[config.mk]
export PLATFORM = sky130hd
export DESIGN_NAME = graph_dfs_traversal
export DESIGN_NICKNAME = d
export VERILOG_FILES = /design/src/rtl/core/gdfs_pkg.sv /design/src/rtl/core/graph_dfs_traversal.sv /design/src/rtl/core/gdfs_ram.sv /design/src/rtl/core/gdfs_seq.sv
export SDC_FILE = /design/constraint.sdc
export NUM_CORES = 1
export LEC_CHECK = 0
export BUFFER_PORTS_ARGS = -buffer_cell sky130_fd_sc_hd__buf_4
export CAP_MARGIN = 20
export CORE_AREA = 4 4 362 275
export CTS_CLUSTER_SIZE = 10
export DETAILED_ROUTE_END_ITERATION = 16
export DIE_AREA = 0 0 366 279
export PLACE_DENSITY = 0.68
export RECOVER_POWER = 100
export SETUP_SLACK_MARGIN = 0.2
export SLEW_MARGIN = 5
export SYNTH_ARGS = -nofsm -noshare
export SYNTH_HDL_FRONTEND = slang
export SYNTH_HIERARCHICAL = 1
export SYNTH_SLANG_ARGS = --single-unit
[constraint.sdc]
create_clock -name clk_i -period 4.96 [get_ports clk_i]
set_input_delay 1.24 -clock clk_i [delete_from_list [all_inputs] [get_ports clk_i]]
set_output_delay 1.24 -clock clk_i [all_outputs]
set_load 0.01 [all_outputs]
[src/rtl/core/gdfs_pkg.sv]
`default_nettype none

package gdfs_pkg;

  // Fixed widths of the block's fields.
  localparam int unsigned CNT_W    = 7;
  localparam int unsigned VERTEX_W = 6;
  localparam int unsigned ROW_W    = 64;

  // Default graph size and reset value of the vertex count register.
  localparam int unsigned VERTICES_DEF = 32;
  localparam logic [CNT_W-1:0] VCOUNT_RST = 7'd32;

  // Item kinds.
  localparam logic KIND_LOAD  = 1'b0;
  localparam logic KIND_START = 1'b1;

  // Result status codes.
  localparam logic STATUS_OK  = 1'b0;
  localparam logic STATUS_ERR = 1'b1;

  typedef enum logic [2:0] {
    ST_IDLE,
    ST_POP,
    ST_VTX,
    ST_ROW,
    ST_SCAN
  } st_e;

  typedef struct packed {
    logic [VERTEX_W-1:0] vertex;
    logic                status;
    logic                last;
  } result_t;

endpackage

`default_nettype wire

[src/rtl/core/graph_dfs_traversal.sv]
// Channel    | Signals                                            | Transfer
// -----------+----------------------------------------------------+---------------------------
// item in    | start, kind_i, row_index_i, row_bits_i,            | start high, busy low
//            | start_vertex_i                                     |
// result out | result_valid_o, visited_vertex_o, status_o, last_o | result_valid_o high
// config     | cfg_we_i, cfg_wdata_i (vertex_count)               | cfg_we_i high
//
// A load item, or a start whose vertex is out of range, leaves busy low.
// A start item holds busy high until the traversal ends: each popped vertex passes through
// the stack pop, stack read and row read states (ST_POP, ST_VTX, ST_ROW), then the single
// shift-and-test scan unit tests one row bit per cycle below n, the effective vertex count.
// Reset clears the sequencer, stack pointer, visited map and vertex_count (to 32).
// Results cannot be stalled; each is shown for exactly one cycle.
`default_nettype none

module graph_dfs_traversal
  import gdfs_pkg::*;
#(
  parameter int unsigned VERTICES = VERTICES_DEF
) (
  input  wire logic                clk_i,
  input  wire logic                rst_ni,
  input  wire logic                start,
  output      logic                busy,
  input  wire logic                kind_i,
  input  wire logic [5:0]          row_index_i,
  input  wire logic [ROW_W-1:0]    row_bits_i,
  input  wire logic [5:0]          start_vertex_i,
  input  wire logic                cfg_we_i,
  input  wire logic [CNT_W-1:0]    cfg_wdata_i,
  output      logic                result_valid_o,
  output      logic [VERTEX_W-1:0] visited_vertex_o,
  output      logic                status_o,
  output      logic                last_o
);

  localparam int unsigned VW = $clog2(VERTICES);

  logic [CNT_W-1:0] vcount_q;
  logic [CNT_W-1:0] n_eff;
  logic             accept;
  logic             load_we;
  logic             go;
  logic             err;
  logic             stk_we;
  logic [VW-1:0]    stk_waddr, stk_wdata, stk_raddr, stk_rdata, adj_raddr;
  logic [VERTICES-1:0] adj_rdata;
  result_t          res;

  // The vertex count register. The user must change it only while idle; unchecked here.
  always_ff @(posedge clk_i or negedge rst_ni) begin
    if (!rst_ni) begin
      vcount_q <= VCOUNT_RST;
    end else if (cfg_we_i) begin
      vcount_q <= cfg_wdata_i;
    end
  end

  // Counts above the graph size saturate to the graph size.
  assign n_eff = (vcount_q > CNT_W'(VERTICES)) ? CNT_W'(VERTICES) : vcount_q;

  assign accept = start && !busy;

  // Rows for vertices beyond the graph size are dropped, as are row bits above it.
  assign load_we = accept && (kind_i == KIND_LOAD) &&
                   ({1'b0, row_index_i} < CNT_W'(VERTICES));

  // A start vertex at or above the effective count gives a single error result.
  assign go  = accept && (kind_i == KIND_START) && ({1'b0, start_vertex_i} < n_eff);
  assign err = accept && (kind_i == KIND_START) && !({1'b0, start_vertex_i} < n_eff);

  gdfs_ram #(
    .WIDTH (VERTICES),
    .DEPTH (VERTICES)
  ) u_adj_ram (
    .clk_i   (clk_i),
    .we_i    (load_we),
    .waddr_i (row_index_i[VW-1:0]),
    .wdata_i (row_bits_i[VERTICES-1:0]),
    .raddr_i (adj_raddr),
    .rdata_o (adj_rdata)
  );

  gdfs_ram #(
    .WIDTH (VW),
    .DEPTH (VERTICES)
  ) u_stack_ram (
    .clk_i   (clk_i),
    .we_i    (stk_we),
    .waddr_i (stk_waddr),
    .wdata_i (stk_wdata),
    .raddr_i (stk_raddr),
    .rdata_o (stk_rdata)
  );

  gdfs_seq #(
    .VERTICES (VERTICES)
  ) u_seq (
    .clk_i       (clk_i),
    .rst_ni      (rst_ni),
    .go_i        (go),
    .err_i       (err),
    .start_i     (start_vertex_i[VW-1:0]),
    .n_i         (n_eff),
    .stk_we_o    (stk_we),
    .stk_waddr_o (stk_waddr),
    .stk_wdata_o (stk_wdata),
    .stk_raddr_o (stk_raddr),
    .stk_rdata_i (stk_rdata),
    .adj_raddr_o (adj_raddr),
    .adj_rdata_i (adj_rdata),
    .busy_o      (busy),
    .res_valid_o (result_valid_o),
    .res_o       (res)
  );

  assign visited_vertex_o = res.vertex;
  assign status_o         = res.status;
  assign last_o           = res.last;

endmodule

`default_nettype wire

[src/rtl/core/gdfs_ram.sv]
`default_nettype none

module gdfs_ram #(
  parameter int unsigned WIDTH = 8,
  parameter int unsigned DEPTH = 32
) (
  input  wire logic                     clk_i,
  input  wire logic                     we_i,
  input  wire logic [$clog2(DEPTH)-1:0] waddr_i,
  input  wire logic [WIDTH-1:0]         wdata_i,
  input  wire logic [$clog2(DEPTH)-1:0] raddr_i,
  output      logic [WIDTH-1:0]         rdata_o
);

  logic [WIDTH-1:0] mem [DEPTH];
  logic [WIDTH-1:0] rdata_q;

  always_ff @(posedge clk_i) begin
    if (we_i) begin
      mem[waddr_i] <= wdata_i;
    end
    rdata_q <= mem[raddr_i];
  end

  assign rdata_o = rdata_q;

endmodule

`default_nettype wire

[src/rtl/core/gdfs_seq.sv]
`default_nettype none

module gdfs_seq
  import gdfs_pkg::*;
#(
  parameter int unsigned VERTICES = VERTICES_DEF
) (
  input  wire logic                        clk_i,
  input  wire logic                        rst_ni,
  input  wire logic                        go_i,
  input  wire logic                        err_i,
  input  wire logic [$clog2(VERTICES)-1:0] start_i,
  input  wire logic [CNT_W-1:0]            n_i,
  output      logic                        stk_we_o,
  output      logic [$clog2(VERTICES)-1:0] stk_waddr_o,
  output      logic [$clog2(VERTICES)-1:0] stk_wdata_o,
  output      logic [$clog2(VERTICES)-1:0] stk_raddr_o,
  input  wire logic [$clog2(VERTICES)-1:0] stk_rdata_i,
  output      logic [$clog2(VERTICES)-1:0] adj_raddr_o,
  input  wire logic [VERTICES-1:0]         adj_rdata_i,
  output      logic                        busy_o,
  output      logic                        res_valid_o,
  output      result_t                     res_o
);

  localparam int unsigned VW = $clog2(VERTICES);
  localparam logic [VW:0] SP_ONE = (VW+1)'(1);

  st_e             state_q, state_d;
  logic [VW:0]     sp_q, sp_d, sp_m1;
  logic [VW-1:0]   w_q, w_d;
  logic [VW-1:0]   v_q, v_d;
  logic [VERTICES-1:0] row_q, row_d;
  logic [VERTICES-1:0] visited_q, visited_d;
  logic            res_valid_q, res_valid_d;
  result_t         res_q, res_d;
  logic            take;

  assign sp_m1 = sp_q - SP_ONE;

  always_ff @(posedge clk_i or negedge rst_ni) begin
    if (!rst_ni) begin
      state_q     <= ST_IDLE;
      sp_q        <= '0;
      visited_q   <= '0;
      res_valid_q <= 1'b0;
    end else begin
      state_q     <= state_d;
      sp_q        <= sp_d;
      visited_q   <= visited_d;
      res_valid_q <= res_valid_d;
    end
  end

  always_ff @(posedge clk_i) begin
    w_q   <= w_d;
    v_q   <= v_d;
    row_q <= row_d;
    res_q <= res_d;
  end

  always_comb begin
    state_d     = state_q;
    sp_d        = sp_q;
    w_d         = w_q;
    v_d         = v_q;
    row_d       = row_q;
    visited_d   = visited_q;
    res_valid_d = 1'b0;
    res_d       = res_q;
    stk_we_o    = 1'b0;
    stk_waddr_o = sp_q[VW-1:0];
    stk_wdata_o = w_q;
    stk_raddr_o = sp_m1[VW-1:0];
    adj_raddr_o = stk_rdata_i;
    take        = 1'b0;

    unique case (state_q)
      ST_IDLE: begin
        if (go_i) begin
          visited_d          = '0;
          visited_d[start_i] = 1'b1;
          stk_we_o           = 1'b1;
          stk_waddr_o        = '0;
          stk_wdata_o        = start_i;
          sp_d               = SP_ONE;
          state_d            = ST_POP;
        end else if (err_i) begin
          res_valid_d = 1'b1;
          res_d       = '{vertex: '0, status: STATUS_ERR, last: 1'b1};
        end
      end
      ST_POP: begin
        sp_d    = sp_m1;
        state_d = ST_VTX;
      end
      ST_VTX: begin
        v_d     = stk_rdata_i;
        state_d = ST_ROW;
      end
      ST_ROW: begin
        row_d   = adj_rdata_i;
        w_d     = '0;
        state_d = ST_SCAN;
      end
      ST_SCAN: begin
        // One neighbor per cycle: the row shifts down past bit 0.
        take  = row_q[0] && !visited_q[w_q];
        row_d = row_q >> 1;
        if (take) begin
          stk_we_o       = 1'b1;
          sp_d           = sp_q + SP_ONE;
          visited_d[w_q] = 1'b1;
        end
        if (CNT_W'(w_q) == n_i - CNT_W'(1)) begin
          res_valid_d = 1'b1;
          res_d       = '{vertex: VERTEX_W'(v_q), status: STATUS_OK, last: (sp_d == '0)};
          state_d     = (sp_d == '0) ? ST_IDLE : ST_POP;
        end else begin
          w_d = w_q + VW'(1);
        end
      end
      default: begin
        state_d = ST_IDLE;
      end
    endcase
  end

  assign busy_o      = (state_q != ST_IDLE);
  assign res_valid_o = res_valid_q;
  assign res_o       = res_q;

endmodule

`default_nettype wire

==> results of run 1 <==
placed cells by master (no fill, tap or decap), drive strengths merged, types with 14 or more instances in the layout:
cell    Yosys  layout
and3       14      14
o21a       32      32
nand2     250     250
edfxtp   1233    1233
dfrtp      48      48
a31oi      33      33
mux2i     517     517
nand3     109     109
clkbuf     68     347
a21oi     135     135
a22o       64      64
nor2       89      89
buf       111      67
dfxtp      37      37
a22oi      97      97
mux2       14      14
mux4       56      56
inv        18      24
nor3       41      41
o21ai      42      42
layer usage:
layer  part of all wire  GRT usage  vias to the layer above
met5            0.00020          0                        -
met4              0.025     0.0806                        4
met3              0.095     0.0468                      219
met2               0.44      0.364                     1393
met1               0.44      0.375                    14769
li1                   -          -                    12486
final cells by class:
cell class                 count  area, um^2
inverter                      18        67.6
sequential                  1319       39000
fill                        6884       37500
multi-input combinational   1606       12500
clock inverter                 8        96.3
clock buffer                 245        4300
antenna                        6        15.0
tap                         1262        1580
timing repair buffer         169        1170
critical path, cell delays in order (launching register included):
cell      delay [ns]
dfrtp_1         0.53
nor3_1          0.38
inv_1           0.13
nor2b_1         0.21
nor3b_1         0.23
clkbuf_1        0.36
or3b_1          0.65
nor2_4          0.19
clkbuf_1        1.29
worst max path at each step:
stage / slack [ns] / depth (start not counted) / end
final: 0.52 / 8 / u_adj_ram/mem[4][15]$_DFFE_PP_
after floorplan: 0.78 / 8 / u_stack_ram/mem[0][0]$_DFFE_PP_
after global routing: 0.38 / 8 / u_adj_ram/mem[8][9]$_DFFE_PP_
after CTS: 0.98 / 11 / u_stack_ram/mem[10][1]$_DFFE_PP_
after detailed placement: 0.41 / 11 / u_stack_ram/mem[10][0]$_DFFE_PP_
after global placement: 0.46 / 11 / u_stack_ram/mem[8][0]$_DFFE_PP_
kinds of logic after synthesis:
family                   synth area share
flip-flops                          0.744
multiplexers                        0.126
AND/OR/NAND/NOR                    0.0497
AO/OA/AOI/OAI                      0.0536
buffers and inverters              0.0215
XOR/XNOR                          0.00217
adder cells (fa/ha/maj)           0.00286
other                            0.000143
state kept, by name, indices dropped and copies added, names as in the netlist:
name and count:
u_seq/row_q 32, u_seq/res_valid_o 1, u_seq/res_o 7, u_stack_ram/mem 160, u_adj_ram/mem 1024, u_seq/w_q 5
u_adj_ram/rdata_o 32, u_stack_ram/rdata_o 5, u_seq/v_q 5, u_seq/state_q 3, vcount_q 7, u_seq/visited_q 32
u_seq/sp_q 6
power breakdown:
group	internal [W]	total (W)	switching (W)
sequential	0.0128	0.0132	0.000385
clock	0.00588	0.00998	0.00410
combinational	0.00345	0.00863	0.00518
total	0.0222	0.0318	0.00966
through the flow:
stage | power [W] | hold WS (ns) | util | cell area, um^2
2_1_floorplan | 0.0195 | 0.409 | - | 52400
3_3_place_gp | 0.0217 | 0.482 | 0.569 | 54700
3_5_place_dp | 0.0220 | 0.488 | 0.569 | 54800
4_1_cts | 0.0319 | 0.497 | 0.615 | 59200
5_1_grt | 0.0331 | 0.524 | 0.610 | 58700
6_report | 0.0318 | 0.497 | 0.610 | 58700
==> out/metrics.csv, run 1 <==
metric,value,unit
status,"finished, violations left",
violations,"max-capacitance violations, max-slew violations",
syn-num-nets,3222,
place_congestion,0.848,
fin_crit_sh,0.895,
maxCapViolCount,28,
io_pins,98,
setup_tns,0,ns
timing.rr.end,u_adj_ram/mem[4][15]$_DFFE_PP_,
cts_resized,0,
hold_depth,2,
fin_cells,4633,
cts.sinks,1319,
ys_types,68,
htreeDepth,4,
synth.most_common_cell,edfxtp_1,
hold_violations,0,
syn_area_per_cell,16.8,um^2
via_per_inst,6.23,
clock_skew,0.0176,ns
syn_area,0.0524,mm^2
power_leakage,20.4,nW
routed-via-count,28871,
critPathKind,reg2reg,
synth_top_area_cell,edfxtp_1,
numCtsBuffers,150,
syn_inst,3122,
grt_first_pass_wirelength,188000,um
ys.flop_type,edfxtp_1,
grt_antenna_before_repair,5,
reg2reg_depth,8,
cts-root-buf,clkbuf_16,
crit_arrival,4.76,ns
path_clk_slew,0.05,ns
drtIter0Drc,3355,
cts_tree,done,
grt_util_all_layers,0.247,
min_period,4.44,ns
min_to,u_seq/row_q[16]$_DFFE_PP_,
finalMaxSlewViolations,548,
syn_to_final_growth,12.0,%
dp_cells,4372,
ant_nets,0,
start_util,0.544,
timing.rr.start,u_seq/state_q[2]$_DFFE_PN0P_,
post_cts_buffers,0,
pre_cts_ws,0.410,ns
crit_start,u_seq/state_q[2]$_DFFE_PN0P_,
port_buffers,64,
hp-start,u_adj_ram/rdata_o[16]$_DFF_P_,
synth_top_cell_area_share,0.707,
cts_hold_buf,0,
synth_seq_cells,1319,
r2r_setup_slack,0.52,ns
p_per_area,542,mW/mm^2
die-area,0.102,mm^2
cp-end-kind,register,
synth_area_leaders,"edfxtp_1 (71%), mux2i_1 (9.9%), mux4_2 (2.3%), dfrtp_1 (2.3%), nand2_1 (1.8%)",
drc_errors,0,
final-setup-viol-count,0,
grt_start_max_net_pins,74,
tightest_slew,3.19,ns
worstHoldPathType,reg2reg,
core_area,0.0962,mm^2
clock_latency,0.74,ns
cp_max_fo,16,
die_h,279,um
rsz0062_at_grt,no,
relSlewSlack,-1.13,
drt_first_pass_iters,5,
rows,99,
cts_buffer_depth,3,
wl_per_cell,27.3,um
cp.required,5.29,ns
timing.final.ws_setup,0.523,ns
dp_hpwl,70700,um
drt-total-wl,126000,um
async_reset_ff_frac,0.0371,
synth-edff-count,1233,
drive_above_1_share,0.111,
overflow,0,
nets,3364,
die_x,366,um
yosys-top-cells-count,"edfxtp_1 (1,233), mux2i_1 (517), nand2_1 (248), a21oi_1 (135), nand3_1 (109)",
ys_warn_count,6,
grt_pass1_vias,28802,
fmax,225,MHz
yosysSeqAreaShare,0.744,
cp-start-kind,register,
ir_worst_vdd,0.000425,V
Note: power is estimated with default switching activity, not from simulation.
==> run 2, diff against run 1 <==
Settings changed: MAX_ROUTING_LAYER from default to met4, TNS_END_PERCENT from default to 20.
==> run 2 against run 1 <==
  * The flow still finishes with violations (max-capacitance violations, max-slew violations)
  * Critical path depth increased by 1
  * Clock skew up 0.00094 ns
  * Clock power is essentially flat
  * Sequential share of layout area did not move
  * Cell count stayed put
  * Core utilization stayed put
  * Non-clock buffer count unchanged
  * Wire length about the same
  * Via count up 0.54%
  * Combinational power about the same
  * Count of clock-buffer cells in the layout unchanged
  * Total power about the same
  * Highest routed layer is now met4
==> out/metrics.csv, run 2 (same netlist as run 1, synthesis figures left out) <==
metric,value,unit,change
routed-via-count,29027,,+0.54%
htreeDepth,4,,unchanged
maxCapViolCount,29,,+3.6%
rows,99,,unchanged
critPathSlowestCell,clkbuf_2,,
utilization,0.610,,unchanged
grt_antenna_before_repair,5,,unchanged
crit_buf_inv,4,,+1
start_util,0.544,,unchanged
p_sw,0.00966,W,about the same
netSwitchingFraction,0.304,,about the same
path_common_cell,clkbuf_1,,
fmax,227,MHz,+0.61%
die_h,279,um,unchanged
setup_tns,0,ns,unchanged
final_common_cell,edfxtp_1,,
grt_start_max_net_pins,74,,unchanged
largest_register,u_adj_ram/mem,,
nets,3364,,unchanged
dp_hpwl,70700,um,unchanged
design_area,0.0587,mm^2,unchanged
syn_to_final_growth,12.0,%,unchanged
crit_arrival,4.76,ns,about the same
top_regs,"u_adj_ram/mem x1024, u_stack_ram/mem x160",,
place_congestion,0.861,,+1.6%
clock_latency,0.75,ns,about the same
placed_area,0.0548,mm^2,unchanged
cp-start-kind,register,,
clock_skew,0.0185,ns,+0.000944 ns
die-area,0.102,mm^2,unchanged
drive_above_1_share,0.111,,unchanged
p_per_area,542,mW/mm^2,about the same
drt_first_pass_iters,6,,+1
overflow,0,,unchanged
core_area,0.0962,mm^2,unchanged
drtIter0Drc,3435,,+2.4%
cts_resized,0,,unchanged
grt_util_all_layers,0.255,,+0.00779
cts.sinks,1319,,unchanged
drt-total-wl,126000,um,about the same
min_period,4.41,ns,-0.0271 ns
hold_violations,0,,unchanged
cts_tree,done,,
numCtsBuffers,150,,unchanged
cp.required,5.31,ns,+0.02 ns
seqPwrFrac,0.415,,about the same
cp-end-kind,register,,
p_clk_frac,0.314,,about the same
fin_crit_sh,0.889,,-0.00547
ir_worst_vdd,0.000420,V,-1.0%
violations,"max-capacitance violations, max-slew violations",,
fillers,6884,,unchanged
grt_first_pass_wirelength,188000,um,unchanged
post_cts_buffers,0,,unchanged
cp_slowest_stage_delay,0.93,ns,-0.36 ns
crit_family,buffers and inverters,,
r2r_setup_slack,0.55,ns,+0.03 ns
largest_register_ffs,1024,,unchanged
io_pins,98,,unchanged
cts_hold_buf,0,,unchanged
port_buffers,64,,unchanged
ant_nets,0,,unchanged
multi_input_comb_area,0.0125,mm^2,unchanged
cts-root-buf,clkbuf_16,,
via_per_inst,6.27,,+0.54%
total_power,0.0318,W,about the same
final_cell_mix,"edfxtp_1 (1,233), mux2i_1 (517), nand2_1 (247)",,
final-setup-viol-count,0,,unchanged
tightest_slew,3.18,ns,-0.00883 ns
worstHoldPathType,reg2reg,,
path_clk_slew,0.05,ns,about the same
relSlewSlack,-1.12,,+0.00590
wl_per_cell,27.3,um,about the same
intPower,0.0222,W,about the same
share_comb_of_total_power,0.271,,about the same
critPathKind,reg2reg,,
status,"finished, violations left",,
drc_errors,0,,unchanged
cp_cell_sequence,nor3_1 > inv_1 > nor2b_1 > nor3b_1 > clkbuf_1 > nand3b_1 > clkbuf_1 > nor2_4 > clkbuf_2,,
power_leakage,20.4,nW,unchanged
rsz0062_at_grt,no,,
grt_pass1_vias,28776,,-0.090%
seq_area,0.0390,mm^2,unchanged
cp_max_fo,23,,+7
die_x,366,um,unchanged
cts_buffer_depth,3,,unchanged
finalMaxSlewViolations,598,,+9.1%
## run 2: cell counts in the layout (fill, tap and decap cells not counted)
Identical to the previous run, type by type.
## run 2: tightest hold or removal path: stages (launching register included)
cell and delay (ns):
dfxtp_1 0.30, nand2_1 0.04, nand2_1 0.05
## run 2: worst paths after layout
check,startpoint,to,depth (start not counted)
max in group asynchronous,rst_ni,u_seq/visited_q[0]$_DFFE_PN0P_,1
worst max-delay path,u_seq/state_q[2]$_DFFE_PN0P_,u_adj_ram/mem[25][17]$_DFFE_PP_,9
worst min register to register,u_adj_ram/rdata_o[16]$_DFF_P_,u_seq/row_q[16]$_DFFE_PP_,2
worst max register to register,u_seq/state_q[2]$_DFFE_PN0P_,u_adj_ram/mem[25][17]$_DFFE_PP_,9
min in group asynchronous,rst_ni,vcount_q[3]$_DFFE_PN0P_,1
worst min-delay path,u_adj_ram/rdata_o[16]$_DFF_P_,u_seq/row_q[16]$_DFFE_PP_,2
## run 2: layout make-up
type                       count  share of cell area
sequential                  1319               0.664
inverter                      18             0.00115
clock inverter                 8             0.00164
multi-input combinational   1606               0.213
clock buffer                 245              0.0732
timing repair buffer         169              0.0200
antenna                        6            0.000256
tap                         1262              0.0269
## run 2: through the flow
stage,std cells,hold slack (ns),setup slack (ns)
after floorplan,3122,0.409,0.778
after global placement,4367,0.482,0.457
after detailed placement,4372,0.488,0.410
after CTS,4625,0.497,0.978
after global routing,4632,0.524,0.378
final,4633,0.495,0.550
## run 2: metal layers
metal  global-route usage  wire length (um)  vias up  part of all wire
li1                     -                 -    12488                 -
met1                0.376             55700    14970              0.44
met4               0.0792              3070        0             0.024
met5                    -                 0        -                 0
met3               0.0465             11300      227             0.089
met2                0.364             56300     1342              0.45
## run 2: power groups by stage
stage	Sequential, W	Clock (W)	Combinational, W
after floorplan	0.0131	0	0.00640
after global placement	0.0134	0	0.00833
after detailed placement	0.0134	0	0.00855
after CTS	0.0132	0.0102	0.00857
after global routing	0.0132	0.0107	0.00919
final	0.0132	0.00999	0.00862
